## src/design/bts_pkg.sv

```systemverilog
// bts_pkg: shared types, constants and codes of the bilinear texture sampler
// used by bts_fifo, bts_front, bts_back and bilinear_texture_sampler
package bts_pkg;

   // field widths
   localparam int CFG_W       = 9;
   localparam int COORD_W     = 32;
   localparam int INDEX_W     = 16;
   localparam int TEXEL_W     = 8;
   localparam int FRAC_W      = 16;
   localparam int WEIGHT_W    = FRAC_W + 1;
   localparam int POS_W       = 25;
   localparam int ROWADDR_W   = 2 * CFG_W;
   localparam int ROW_W       = 24;
   localparam int PROD_W      = 40;
   localparam int SAMPLE_W    = 24;
   localparam int CSR_INDEX_W = 1;
   localparam int NUM_TAPS    = 4;
   localparam int TAP_W       = 2;
   localparam int STORE_DEPTH = 65536;

   // fixed point constants
   localparam logic [WEIGHT_W-1:0] ONE_Q16  = WEIGHT_W'(65536);
   localparam logic [FRAC_W-1:0]   HALF_Q16 = FRAC_W'(32768);

   // defaults handed to the top level
   localparam int DEF_MAX_WIDTH  = 256;
   localparam int DEF_MAX_HEIGHT = 256;
   localparam int DEF_CMD_DEPTH  = 4;
   localparam int DEF_RSP_DEPTH  = 4;
   localparam logic [CFG_W-1:0] DIM_RESET = CFG_W'(256);

   // register indexes
   localparam logic [CSR_INDEX_W-1:0] CSR_TEXTURE_WIDTH  = 1'b0;
   localparam logic [CSR_INDEX_W-1:0] CSR_TEXTURE_HEIGHT = 1'b1;

   // opcodes
   localparam logic OP_WRITE  = 1'b0;
   localparam logic OP_SAMPLE = 1'b1;

   // neighbour taps in fetch order
   localparam logic [TAP_W-1:0] TAP_00 = 2'd0;
   localparam logic [TAP_W-1:0] TAP_10 = 2'd1;
   localparam logic [TAP_W-1:0] TAP_01 = 2'd2;
   localparam logic [TAP_W-1:0] TAP_11 = 2'd3;

   // command passed from front to back
   typedef struct packed {
      logic                              is_sample;
      logic [TEXEL_W-1:0]                value;
      logic [NUM_TAPS-1:0][INDEX_W-1:0]  addr;
      logic [FRAC_W-1:0]                 tx;
      logic [FRAC_W-1:0]                 ty;
   } cmd_type;

   typedef struct packed {
      logic full;
      logic empty;
   } fifo_status_type;

   typedef enum logic {
      BK_IDLE,
      BK_READ
   } bk_state_type;

endpackage

```

## src/design/bts_fifo.sv

```systemverilog
// bts_fifo: small first-in first-out queue in flip-flops
// depends on bts_pkg for the status struct
module bts_fifo
   import bts_pkg::*;
#(
   parameter int DATA_WIDTH = 8,
   parameter int DEPTH      = DEF_CMD_DEPTH
) (
   input  logic                  clock,
   input  logic                  reset,
   input  logic                  push,
   input  logic [DATA_WIDTH-1:0] push_data,
   input  logic                  pop,
   output logic [DATA_WIDTH-1:0] pop_data,
   output fifo_status_type       status
);

   localparam int PTR_W = (DEPTH > 1) ? $clog2(DEPTH) : 1;
   localparam int CNT_W = $clog2(DEPTH + 1);

   logic [DATA_WIDTH-1:0] store_ff [DEPTH];
   logic [PTR_W-1:0]      wr_ptr_ff, wr_ptr_in;
   logic [PTR_W-1:0]      rd_ptr_ff, rd_ptr_in;
   logic [CNT_W-1:0]      count_ff, count_in;

   function automatic logic [PTR_W-1:0] next_ptr(input logic [PTR_W-1:0] ptr);
      logic [PTR_W-1:0] nxt;
      if (ptr == PTR_W'(DEPTH - 1)) begin
         nxt = '0;
      end else begin
         nxt = ptr + PTR_W'(1);
      end
      return nxt;
   endfunction

   always_comb begin
      wr_ptr_in = push ? next_ptr(wr_ptr_ff) : wr_ptr_ff;
      rd_ptr_in = pop  ? next_ptr(rd_ptr_ff) : rd_ptr_ff;
      count_in  = count_ff + CNT_W'(push) - CNT_W'(pop);
   end

   always_ff @(posedge clock) begin
      if (reset) begin
         wr_ptr_ff <= '0;
         rd_ptr_ff <= '0;
         count_ff  <= '0;
      end else begin
         wr_ptr_ff <= wr_ptr_in;
         rd_ptr_ff <= rd_ptr_in;
         count_ff  <= count_in;
      end
   end

   always_ff @(posedge clock) begin
      if (push) begin
         store_ff[wr_ptr_ff] <= push_data;
      end
   end

   assign pop_data     = store_ff[rd_ptr_ff];
   assign status.full  = (count_ff == CNT_W'(DEPTH));
   assign status.empty = (count_ff == '0);

endmodule

```

## config.mk

```make
export PLATFORM = sky130hd
export DESIGN_NAME = bts_fifo
export DESIGN_NICKNAME = d
export VERILOG_FILES = /design/src/design/bts_pkg.sv /design/src/design/bts_fifo.sv
export SDC_FILE = /design/constraint.sdc
export NUM_CORES = 1
export LEC_CHECK = 0
export CAP_MARGIN = 20
export CORE_ASPECT_RATIO = 1.25
export CORE_MARGIN = 5
export CORE_UTILIZATION = 30
export DETAILED_ROUTE_END_ITERATION = 16
export DONT_BUFFER_PORTS = 1
export GPL_TIMING_DRIVEN = 0
export PLACE_DENSITY = 0.42
export SYNTH_ARGS = -nofsm -noshare
export SYNTH_HDL_FRONTEND = slang
export SYNTH_SLANG_ARGS = --single-unit
```

## constraint.sdc

```tcl
create_clock -name clock -period 2.8 [get_ports clock]
set_input_delay 0.56 -clock clock [delete_from_list [all_inputs] [get_ports clock]]
set_output_delay 0.56 -clock clock [all_outputs]
set_load 0.03 [all_outputs]
```

# Yosys cells after proc, flatten, opt, wreduce, memory -nomap -nowiden
# Memory sizes are Yosys's and may differ from the RTL's. A register that Yosys moved wholly into a read port is not among the register bits.
# Cells that the tools add are included.
# totals
memories	1
regBits	7
out_inout_bits	10
mem_bits_rw	32
# mem_list
name	words	width	rd	rd_ports_with_merged_regs	wr	line_no	rtl
store_ff	4	8	1	1	1	bts_fifo.sv:21	logic [DATA_WIDTH-1:0] store_ff [DEPTH];
# classes
reduce_logical	1
n_mux	6
add_sub_neg	4
eq_ne	3
# ops
cell	n
$mux 2	4
$add 2x1->2 const B	2
$eq 2x2->1 const B	2
$add 3x1->3	1
$eq 3x3->1 const B	1
$logic_not 3->1	1
$sub 3x1->3	1
$mux 1	2

# Logic depth before layout (Yosys ltp)
# depth
depth_word	4
depth_mapped	7

# Worst setup path before layout
# Ideal clock, no wire load.
# synth_timing
path_type	input port to flip-flop
startpoint	in pop
endpoint	reg count_ff[2]
stages	6
required_time_ns	2.736
setup_ns	0.064
slack_ns	0.924
arrival_ns	1.811
path_buffers	0
cell_sequence	ha_1 > inv_1 > ha_1 > fa_1 > xor3_1 > nor2_1
# synth_between
elab_chain_len	1
# synth_lines
element	line_no	rtl
start, declared	bts_fifo.sv:13	input logic pop,
$sub 3x1->3	bts_fifo.sv:39	count_in = count_ff + CNT_W'(push) - CNT_W'(pop);
end signal, assigned	bts_fifo.sv:50	count_ff <= count_in;
end, declared	bts_fifo.sv:24	logic [CNT_W-1:0] count_ff, count_in;
# No other way between the ends.
# A chain may end at the register's enable or synchronous reset.

==> flow_metrics.py <==
metrics = {
    "run_status": {
        "status": "finished clean",
    },
    "place": {
        "gp_congestion": 0.628,
        "hpwl_um": 1800,
        "dp.cells": 147,
        "portBuffers": 0,
        "preCtsSetupSlack_ns": 0.861,
        "postPlaceCellArea_um2": 1690,
    },
    "cts": {
        "ctsHoldBuffers": 0,
        "cts_tree": "built",
        "clk-insertion-delay-late_ns": 0.28,
        "cts_buffers": 5,
        "ctsLongestPathBuffers": 2,
        "root_buffer": "clkbuf_8",
        "cts_htree_levels": 2,
        "clock-sinks": 41,
        "clk_pin_slew_worst_paths_ns": 0.07,
        "cts_resized": 0,
        "post-cts-setup-buffers": 0,
    },
    "logic_synthesis": {
        "synthCells": 85,
        "ys_seq_area_frac": 0.708,
        "syn-num-nets": 105,
        "synth_mux_area_frac": 0.124,
        "synth_area_per_cell_um2": 19.0,
        "synth_compound_area_frac": 0.00621,
        "yosys_warnings": 0,
        "synth_cell_types": 18,
        "synth_seq_cells": 41,
        "synth_xor_xnor_area_share": 0.0148,
        "synth_top_family_by_area": "multiplexers",
        "syn-cell-area_um2": 1610,
        "synthAdderAreaFrac": 0.0668,
        "synth-simple-area-share": 0.0559,
    },
    "die": {
        "rows": 29,
        "dieWidth_um": 75.6,
        "fp.coreArea_um2": 5150,
        "dieArea_um2": 6950,
        "die_y_um": 91.9,
        "ios": 22,
        "initial_core_util": 0.313,
    },
    "timing": {
        "worst_pin_slew_ns": 0.928,
        "slew-limit-headroom": 0.377,
        "rsz0062_at_grt": "false",
        "worst_slack_ns": 0.823,
        "fin_tns_setup_ns": 0,
        "fmax_ghz": 0.506,
        "fin_crit_ns": 1.98,
        "finalSetupViolations": 0,
        "hold_viol_final": 0,
        "post-route-period-util": 0.706,
        "fin_skew_ns": 0.00428,
        "fin_hold_ws_ns": 0.338,
        "slew_violations": 0,
    },
    "worst_hold_path": {
        "min_path_cells": 1,
        "hp-class": "in2reg",
        "min_from": "reset",
        "holdPathEnd": "wr_ptr_ff[1]$_SDFFE_PP0P_",
    },
    "setup_path": {
        "critPathCaptureType": "output pin",
        "slowest_delay_ns": 0.64,
        "r2r-start": "count_ff[0]$_SDFF_PP0_",
        "worstPathCellList": "buf_6 > mux4_2",
        "reg2reg_slack_ns": 1.03,
        "worst-path-buf-inv": 1,
        "criticalPathCategory": "reg2out",
        "arrival_ns": 1.42,
        "cp_num_cells": 2,
        "start_kind": "flip-flop",
        "path_max_fanout": 8,
        "crit_family": "multiplexers",
        "crit_path_top_delay_cell": "mux4_2",
        "crit_required_ns": 2.24,
        "r2r_cells": 7,
        "rr_endpoint": "count_ff[2]$_SDFF_PP0_",
    },
    "power": {
        "power_density_nw_per_um2": 745,
        "peakVddDrop_v": 0.000303,
        "total_power_mw": 1.34,
        "p_leak_nw": 0.628,
    },
    "run": {
        "cap_violations": 0,
    },
    "layout": {
        "syn2layout_area_growth_pct": 11.4,
        "drive_gt1_frac": 0.172,
        "fin_cells": 155,
        "num-nets-final": 112,
        "fin_util": 0.348,
        "n_antenna_cell": 0,
        "final_area_um2": 1800,
    },
    "grt": {
        "grt_max_degree": 13,
        "antenna_found_initial": 0,
        "grtUsageTotal": 0.0844,
        "grt_pass1_vias": 815,
        "grt_pass1_wl_um": 4110,
        "overflow": 0,
    },
    "route": {
        "antenna_violating_nets_post_route": 0,
        "wl_per_cell_um": 16.2,
        "routed_wl_um": 2510,
        "vias": 718,
        "viasPerCell": 4.63,
        "drt_pass1_iterations": 3,
        "drcViolationCount": 0,
        "drt_iter0_drc": 43,
    },
}
## logic make-up after synthesis
family | count (synthesis)
compound gates | 2
xor+xnor | 1
fa+ha+maj | 8
buf+inv | 8
flops | 41
mux | 10
simple gates | 15
## layout make-up
type                    instances  area (um2)
flip-flops and latches         41        1140
inverters                       6        22.5
clock buffers                   6        72.6
clock inverters                 2        33.8
fillers                       519        3360
well taps                      62        77.6
multi-input cells              36         432
plain buffers                   2        16.3
## worst max-delay path by stage
stage,end,slack (ns)
after detailed placement,count_ff[2]$_SDFF_PP0_,0.86
after global placement,count_ff[2]$_SDFF_PP0_,0.87
final,pop_data[4],0.82
after floorplan,count_ff[2]$_SDFF_PP0_,0.92
after global routing,pop_data[4],0.74
after CTS,pop_data[4],0.79
## where the power goes
| group | leakage, nW | internal [mW] | switching, mW |
|---|---|---|---|
| Sequential | 0.368 | 0.694 | 0.0163 |
| Combinational | 0.206 | 0.0730 | 0.108 |
| Clock | 0.0528 | 0.263 | 0.183 |
## layer usage
metal	wire length, um	track usage	share of wire	vias to the layer above
li1	-	-	-	330
met1	980	0.0844	0.39	365
met2	1320	0.143	0.52	18
met3	159	0.0372	0.063	5
met4	59	0.0437	0.023	0
met5	0	0	0	-
## cells in the mapped netlist
master    instances  area share
edfxtp_1         32        0.60
dfxtp_1           9        0.11
mux4_2            8        0.11
ha_1              7       0.054
inv_1             6       0.014
and2_1            4       0.016
nor2_1            3      0.0070
a21oi_1           2      0.0062
mux2i_1           2       0.012
nand2b_1          2      0.0078
nor2b_1           2      0.0078
or3b_1            2       0.011
and3_1            1      0.0039
buf_6             1      0.0070
clkbuf_2          1      0.0031
fa_1              1       0.012
nor3_1            1      0.0031
xor3_1            1       0.015
## flip-flops by register name, summed over array words and instances, names as in the netlist, named ones only
signal	flops
wr_ptr_ff	2
store_ff	32
rd_ptr_ff	2
count_ff	3
## placed cells by master, fill, tap and decap left out
cell type and instances:
or3b_1 2, nor3_1 1, fa_1 1, and2_1 4, buf_6 1, nand2b_1 2
inv_1 6, nor2_1 3, dfxtp_1 9, clkinv_1 1, xor3_1 1, edfxtp_1 32
nor2b_1 2, clkbuf_8 5, a21oi_1 2, and3_1 1, ha_1 7, clkbuf_2 1
mux4_2 8, clkbuf_1 1, mux2i_1 2, bufinv_16 1
Note: power is estimated with default switching activity, not from simulation.
