File: config.mk
export PLATFORM = sky130hd
export DESIGN_NAME = bts_front
export DESIGN_NICKNAME = d
export VERILOG_FILES = /design/src/design/bts_pkg.sv /design/src/design/bts_front.sv
export SDC_FILE = /design/constraint.sdc
export NUM_CORES = 1
export LEC_CHECK = 0
export BUFFER_PORTS_ARGS = -buffer_cell sky130_fd_sc_hd__buf_4
export CAP_MARGIN = 20
export CORE_AREA = 3 3 171 239
export DETAILED_ROUTE_END_ITERATION = 10
export DIE_AREA = 0 0 174 242
export PLACE_DENSITY = 0.87
export SLEW_MARGIN = 20
export SYNTH_ARGS = -nofsm -noshare
export SYNTH_HDL_FRONTEND = slang
export SYNTH_SLANG_ARGS = --single-unit
File: constraint.sdc
create_clock -name clock -period 22.7 [get_ports clock]
set_input_delay 6.81 -clock clock [delete_from_list [all_inputs] [get_ports clock]]
set_output_delay 6.81 -clock clock [all_outputs]
set_load 0.01 [all_outputs]
File: src/design/bts_pkg.sv
// bts_pkg: shared types, constants and codes of the bilinear texture sampler
// used by bts_fifo, bts_front, bts_back and bilinear_texture_sampler
package bts_pkg;

   // field widths
   localparam int CFG_W       = 9;
   localparam int COORD_W     = 32;
   localparam int INDEX_W     = 16;
   localparam int TEXEL_W     = 8;
   localparam int FRAC_W      = 16;
   localparam int WEIGHT_W    = FRAC_W + 1;
   localparam int POS_W       = 25;
   localparam int ROWADDR_W   = 2 * CFG_W;
   localparam int ROW_W       = 24;
   localparam int PROD_W      = 40;
   localparam int SAMPLE_W    = 24;
   localparam int CSR_INDEX_W = 1;
   localparam int NUM_TAPS    = 4;
   localparam int TAP_W       = 2;
   localparam int STORE_DEPTH = 65536;

   // fixed point constants
   localparam logic [WEIGHT_W-1:0] ONE_Q16  = WEIGHT_W'(65536);
   localparam logic [FRAC_W-1:0]   HALF_Q16 = FRAC_W'(32768);

   // defaults handed to the top level
   localparam int DEF_MAX_WIDTH  = 256;
   localparam int DEF_MAX_HEIGHT = 256;
   localparam int DEF_CMD_DEPTH  = 4;
   localparam int DEF_RSP_DEPTH  = 4;
   localparam logic [CFG_W-1:0] DIM_RESET = CFG_W'(256);

   // register indexes
   localparam logic [CSR_INDEX_W-1:0] CSR_TEXTURE_WIDTH  = 1'b0;
   localparam logic [CSR_INDEX_W-1:0] CSR_TEXTURE_HEIGHT = 1'b1;

   // opcodes
   localparam logic OP_WRITE  = 1'b0;
   localparam logic OP_SAMPLE = 1'b1;

   // neighbour taps in fetch order
   localparam logic [TAP_W-1:0] TAP_00 = 2'd0;
   localparam logic [TAP_W-1:0] TAP_10 = 2'd1;
   localparam logic [TAP_W-1:0] TAP_01 = 2'd2;
   localparam logic [TAP_W-1:0] TAP_11 = 2'd3;

   // command passed from front to back
   typedef struct packed {
      logic                              is_sample;
      logic [TEXEL_W-1:0]                value;
      logic [NUM_TAPS-1:0][INDEX_W-1:0]  addr;
      logic [FRAC_W-1:0]                 tx;
      logic [FRAC_W-1:0]                 ty;
   } cmd_type;

   typedef struct packed {
      logic full;
      logic empty;
   } fifo_status_type;

   typedef enum logic {
      BK_IDLE,
      BK_READ
   } bk_state_type;

endpackage

File: src/design/bts_front.sv
// bts_front: accepts request words and turns samples into four texel addresses and weights
// depends on bts_pkg; three register stages feeding the command queue
module bts_front
   import bts_pkg::*;
#(
   parameter int MAX_WIDTH  = DEF_MAX_WIDTH,
   parameter int MAX_HEIGHT = DEF_MAX_HEIGHT
) (
   input  logic                      clock,
   input  logic                      reset,
   input  logic                      req_push,
   output logic                      req_full,
   input  logic                      req_opcode,
   input  logic [INDEX_W-1:0]        req_texel_index,
   input  logic [TEXEL_W-1:0]        req_texel_value,
   input  logic signed [COORD_W-1:0] req_u_coord,
   input  logic signed [COORD_W-1:0] req_v_coord,
   input  logic [CFG_W-1:0]          width_reg,
   input  logic [CFG_W-1:0]          height_reg,
   output logic                      cmd_push,
   output cmd_type                   cmd_data,
   input  logic                      cmd_full
);

   function automatic logic [CFG_W-1:0] clamp_dim(input logic [CFG_W-1:0] dim,
                                                  input int maxv);
      logic [CFG_W-1:0] res;
      if (dim == '0) begin
         res = CFG_W'(1);
      end else if (int'(dim) > maxv) begin
         res = CFG_W'(maxv);
      end else begin
         res = dim;
      end
      return res;
   endfunction

   logic [CFG_W-1:0]    w, h;
   logic                enable, accept;
   logic [WEIGHT_W-1:0] vflip;

   // stage 1: scaled positions
   logic                s1_valid_ff;
   logic                s1_sample_ff;
   logic [INDEX_W-1:0]  s1_index_ff;
   logic [TEXEL_W-1:0]  s1_value_ff;
   logic [POS_W-1:0]    s1_xpos_ff, s1_xpos_in;
   logic [POS_W-1:0]    s1_ypos_ff, s1_ypos_in;

   // stage 2: wrapped cells and weights
   logic                s2_valid_ff;
   logic                s2_sample_ff;
   logic [INDEX_W-1:0]  s2_index_ff;
   logic [TEXEL_W-1:0]  s2_value_ff;
   logic [CFG_W-1:0]    s2_x0_ff, s2_x1_ff, s2_y0_ff, s2_y1_ff;
   logic [CFG_W-1:0]    s2_x0_in, s2_x1_in, s2_y0_in, s2_y1_in;
   logic [FRAC_W-1:0]   s2_tx_ff, s2_ty_ff;
   logic [CFG_W-1:0]    xcell, ycell;

   // stage 3: command word
   logic                s3_valid_ff;
   cmd_type             s3_cmd_ff, s3_cmd_in;
   logic [ROWADDR_W-1:0] row0, row1;

   assign w = clamp_dim(width_reg, MAX_WIDTH);
   assign h = clamp_dim(height_reg, MAX_HEIGHT);

   // whole pipe holds while the last stage waits on the queue
   assign enable   = !(s3_valid_ff && cmd_full);
   assign req_full = !enable;
   assign accept   = req_push && enable;
   assign cmd_push = s3_valid_ff && !cmd_full;
   assign cmd_data = s3_cmd_ff;

   always_comb begin
      vflip      = ONE_Q16 - WEIGHT_W'(req_v_coord[FRAC_W-1:0]);
      s1_xpos_in = POS_W'(req_u_coord[FRAC_W-1:0]) * POS_W'(w) + POS_W'(HALF_Q16);
      s1_ypos_in = POS_W'(vflip) * POS_W'(h) + POS_W'(HALF_Q16);
   end

   // cell index plus one sits in the integer bits and is at most the size
   always_comb begin
      xcell    = s1_xpos_ff[POS_W-1:FRAC_W];
      ycell    = s1_ypos_ff[POS_W-1:FRAC_W];
      s2_x1_in = (xcell == w) ? '0 : xcell;
      s2_y1_in = (ycell == h) ? '0 : ycell;
      s2_x0_in = (xcell == '0) ? (w - CFG_W'(1)) : (xcell - CFG_W'(1));
      s2_y0_in = (ycell == '0) ? (h - CFG_W'(1)) : (ycell - CFG_W'(1));
   end

   always_comb begin
      row0                  = ROWADDR_W'(s2_y0_ff) * ROWADDR_W'(w);
      row1                  = ROWADDR_W'(s2_y1_ff) * ROWADDR_W'(w);
      s3_cmd_in.is_sample   = s2_sample_ff;
      s3_cmd_in.value       = s2_value_ff;
      s3_cmd_in.tx          = s2_tx_ff;
      s3_cmd_in.ty          = s2_ty_ff;
      if (s2_sample_ff) begin
         s3_cmd_in.addr[TAP_00] = INDEX_W'(row0 + ROWADDR_W'(s2_x0_ff));
         s3_cmd_in.addr[TAP_10] = INDEX_W'(row0 + ROWADDR_W'(s2_x1_ff));
         s3_cmd_in.addr[TAP_01] = INDEX_W'(row1 + ROWADDR_W'(s2_x0_ff));
         s3_cmd_in.addr[TAP_11] = INDEX_W'(row1 + ROWADDR_W'(s2_x1_ff));
      end else begin
         s3_cmd_in.addr         = '0;
         s3_cmd_in.addr[TAP_00] = s2_index_ff;
      end
   end

   always_ff @(posedge clock) begin
      if (reset) begin
         s1_valid_ff <= 1'b0;
         s2_valid_ff <= 1'b0;
         s3_valid_ff <= 1'b0;
      end else if (enable) begin
         s1_valid_ff <= accept;
         s2_valid_ff <= s1_valid_ff;
         s3_valid_ff <= s2_valid_ff;
      end
   end

   always_ff @(posedge clock) begin
      if (enable) begin
         s1_sample_ff <= (req_opcode == OP_SAMPLE);
         s1_index_ff  <= req_texel_index;
         s1_value_ff  <= req_texel_value;
         s1_xpos_ff   <= s1_xpos_in;
         s1_ypos_ff   <= s1_ypos_in;
         s2_sample_ff <= s1_sample_ff;
         s2_index_ff  <= s1_index_ff;
         s2_value_ff  <= s1_value_ff;
         s2_x0_ff     <= s2_x0_in;
         s2_x1_ff     <= s2_x1_in;
         s2_y0_ff     <= s2_y0_in;
         s2_y1_ff     <= s2_y1_in;
         s2_tx_ff     <= s1_xpos_ff[FRAC_W-1:0];
         s2_ty_ff     <= s1_ypos_ff[FRAC_W-1:0];
         s3_cmd_ff    <= s3_cmd_in;
      end
   end

endmodule

=== After elaboration in Yosys (flattened, before gate mapping) ===
Cells that the tools add are included.

* Word-level logic and storage cells: 60
* Register bits: 276

* $mul: 4
* Mux-type cells: 7
* Reduce and logical (&&, ||, !) cells: 9
* Equal/unequal tests: 2
* Magnitude comparators: 2
* Add/sub/neg operators: 11

{| class="wikitable"
|+ Operators with widths
! kind !! count
|-
| $add A16 B9 Y16 || 4
|-
| $mux W9 || 6
|-
| $add A25 B16 Y25 const B || 2
|-
| $logic_not A9 Y1 || 4
|-
| $sub A9 B1 Y9 const B || 4
|-
| $mul A9 B9 Y16 || 2
|-
| $mul A16 B9 Y25 || 1
|-
| $mul A17 B9 Y25 || 1
|-
| $eq A9 B9 Y1 || 2
|-
| $gt A9 B9 Y1 const B || 2
|-
| $sub A17 B16 Y17 const A || 1
|-
| $mux W16 || 1
|-
| $logic_and A1 B1 Y1 || 3
|-
| $logic_not A1 Y1 || 2
|}

=== Logic depth before layout (Yosys ltp) ===
* Word-level depth: 6
* Gate-level depth with buffers: 26

=== Least setup slack after synthesis ===
No wires, ideal clock.

* Kind: input -> output
* Start: input port cmd_full
* End: output port req_full
* Path buffers: 0
* Stages: 2
* Data arrival time: 13.562 ns
* Data required time: 15.890 ns
* Setup slack: 2.328 ns
* Cell sequence: nand2_1 inv_1

* Word-level cells in the longest chain between the ends: 1

{| class="wikitable"
|+ RTL lines
! item !! line !! RTL
|-
| start, declared || bts_front.sv:22 || <nowiki>input logic cmd_full</nowiki>
|-
| $logic_and A1 B1 Y1 || bts_front.sv:69 || <nowiki>assign enable = !(s3_valid_ff && cmd_full);</nowiki>
|-
| end, declared || bts_front.sv:12 || <nowiki>output logic req_full,</nowiki>
|}

No other way between the ends.

=== Worst setup path in the final report ===
Same ends and word-level chain as after synthesis.

==> metrics.txt <==
status completed; Power Total about 3.9 mW; PnR worst setup slack between 8000 and 9000 ps; hold_ws between 400 and 500 ps; final max-slew violation count 0; Post-Route WL about 56000 um; Final Skew slightly below 30 ps; Initial Util 0.670; r2r worst-path depth 18; drt drc 0; FF-to-FF setup slack 17140 ps; Max Root-Sink Buffers 3; WHS Path Cells 0; largest net degree at the start of global routing ~90; DP Area between 20000 and 30000 sq um; die height roughly 240 um; area of the multi-input gates 16100 sq um; Critical Path Start cmd_full; Post-synth EDFFs around 270; global-route wire length before repair roughly 93000 um; CTS tree yes; initial antenna violation count 0; register bit count reported by yosys about 280; register area between 8000 and 9000 sq um; vias in the first global route between 15000 and 20000; routed vias about 18000; Final Setup Violations 0; crit path capture type output port; Tightest Pin Transition roughly 1000 ps; CTS Buf Count 28; CP arrival between 7000 and 8000 ps; detailed router's first-iteration violation count about 1100; ANT cells 0; CTS root buffer clkbuf_16; post_cts resized 0; CORE AREA between 30000 and 40000 sq um; post-synthesis sequential area ratio 0.318; Die X between 150 and 200 um; Yosys warnings 0; Tcrit/Tclk final 0.645; share of the synthesized area in the top cell type 0.316; GPL Wtd Cong between 0.9 and 1; Mapped Nets 3079; Std-Cell Rows 85; worst-path maximum fanout between 50 and 60; distinct cell type count after synthesis 80; Die Area ~42000 sq um; routed len/inst between 15 and 20 um; grt ovf 0; Cell Area, Synth between 20000 and 30000 sq um; max_slew headroom 0.309; Tightest Hold Check Type flip-flop to flip-flop; Post-layout nets roughly 3200; Mapped Avg Cell Area around 11 sq um; PwrDens 134 nW/um^2; IO Count roughly 220; worst slack, placed around 8000 ps; Main synth FF type edfxtp_1; DR vias/cell 5.81; Area Growth Syn to Fin 11.2%; HPWL after detailed placement between 40000 and 50000 um; setup_tns 0 ps; post-synth top area cell edfxtp_1; Max Cap Violations 0; Max IR drop VDD roughly 0.1 mV; Worst-Skew Late Latency approximately 580 ps; clock sinks about 280; FFs w/ async S/R, synth 0; Worst-path clk slew 60 ps; Final Hold Viols 0; H-tree Lvls 1; cts-stage hold buffer count 0; critical path class input port to output port; top cells by area, synth edfxtp_1 (32%), fa_1 (24%), ha_1 (11%), and2_1 (5.3%), inv_1 (5.0%); post-CTS setup buffers 0; layout cells sized above 1 0.117; Hold Startpoint s2_tx_ff[0]$_DFFE_PN_; RSZ-0062 raised after global routing false; worst r2r dst cmd_data[46]$_DFFE_PN_; startpoint types input port; 1st-pass router iterations 8; most frequent cells in the layout inv_1 (346), fa_1 (306), edfxtp_1 (273); port bufs ~190; r2r startpoint s2_y0_ff[0]$_DFFE_PN_; Required @ worst endpoint 15890 ps; worst min-delay path endpoint cmd_data[16]$_DFFE_PN_; Layout fillers about 2600; commonest non-fill, non-tap cell in the layout inv_1; Max Fclk just under 0.07 GHz; Cells after Synth 2434; Tmin final roughly 15000 ps; GR Util All Layers 0.271; antenna-violating nets left 0; Finished Cell Area ~29000 sq um; Leakage between 10 and 15 nW
power by group:
part / switching, mW / internal (mW)
sequential: 0.117 / 0.836
clock: 0.207 / 0.278
combinational: 1.39 / 1.03
how the worst max path moves through the flow:
stage / endpoint / cells past startpoint
after CTS: req_full / 4
after floorplan: req_full / 2
after global routing: req_full / 4
final: req_full / 4
after global placement: req_full / 4
after detailed placement: req_full / 4
stage by stage:
stage | util | cells
global route | 0.745 | 3137
detailed placement | 0.720 | 3085
CTS | 0.745 | 3137
finish | 0.745 | 3137
global placement | 0.720 | 3085
floorplan | - | 2434
registers in the layout (all words and copies together) (netlist names):
name          cells
s2_valid_ff       1
s1_value_ff       8
s2_tx_ff         16
s1_xpos_ff       25
s1_ypos_ff       25
s2_sample_ff      1
s1_valid_ff       1
s2_y1_ff          9
s3_valid_ff       1
s2_y0_ff          9
s2_index_ff      16
s2_value_ff       8
cmd_data        105
s1_index_ff      16
s2_x1_ff          9
s2_x0_ff          9
s1_sample_ff      1
s2_ty_ff         16
area by class of cell:
class / count / area share
well taps: 522 / 0.0226
repair buffers: 202 / 0.0526
clock buffers: 28 / 0.0243
flip-flops and latches: 276 / 0.286
clock inverters: 24 / 0.00993
inverters: 348 / 0.0453
multi-input cells: 1737 / 0.559
routing by layer:
layer	global-route usage	vias to the layer above	routed length, um
li1	-	8270	-
met1	0.298	9005	19700
met2	0.501	729	30200
met4	0.159	0	3380
met5	0	-	0
met3	0.0309	235	3130
synthesized netlist by cell type, drive strengths merged, types with 48 or more instances:
library cell / count
clkbuf: 56
fa: 306
nor2: 167
edfxtp: 273
o21ai: 48
a21oi: 77
nand2: 243
xor2: 57
xnor2: 93
and2: 219
inv: 347
ha: 228
worst max-delay path: stages:
cell and delay [ps]:
buf_4 120, nand2_4 500, inv_1 190, buf_4 190
kinds of logic (layout without fill, tap and decap cells):
group | after synthesis | in the layout | share of synthesized area
mux | 13 | 13 | 0.00540
xor+xnor | 150 | 150 | 0.0522
flops | 276 | 276 | 0.318
compound gates | 239 | 239 | 0.0605
simple gates | 801 | 801 | 0.156
fa+ha+maj | 534 | 534 | 0.346
buf+inv | 421 | 602 | 0.0612
Power figures use the tool's default switching activity.
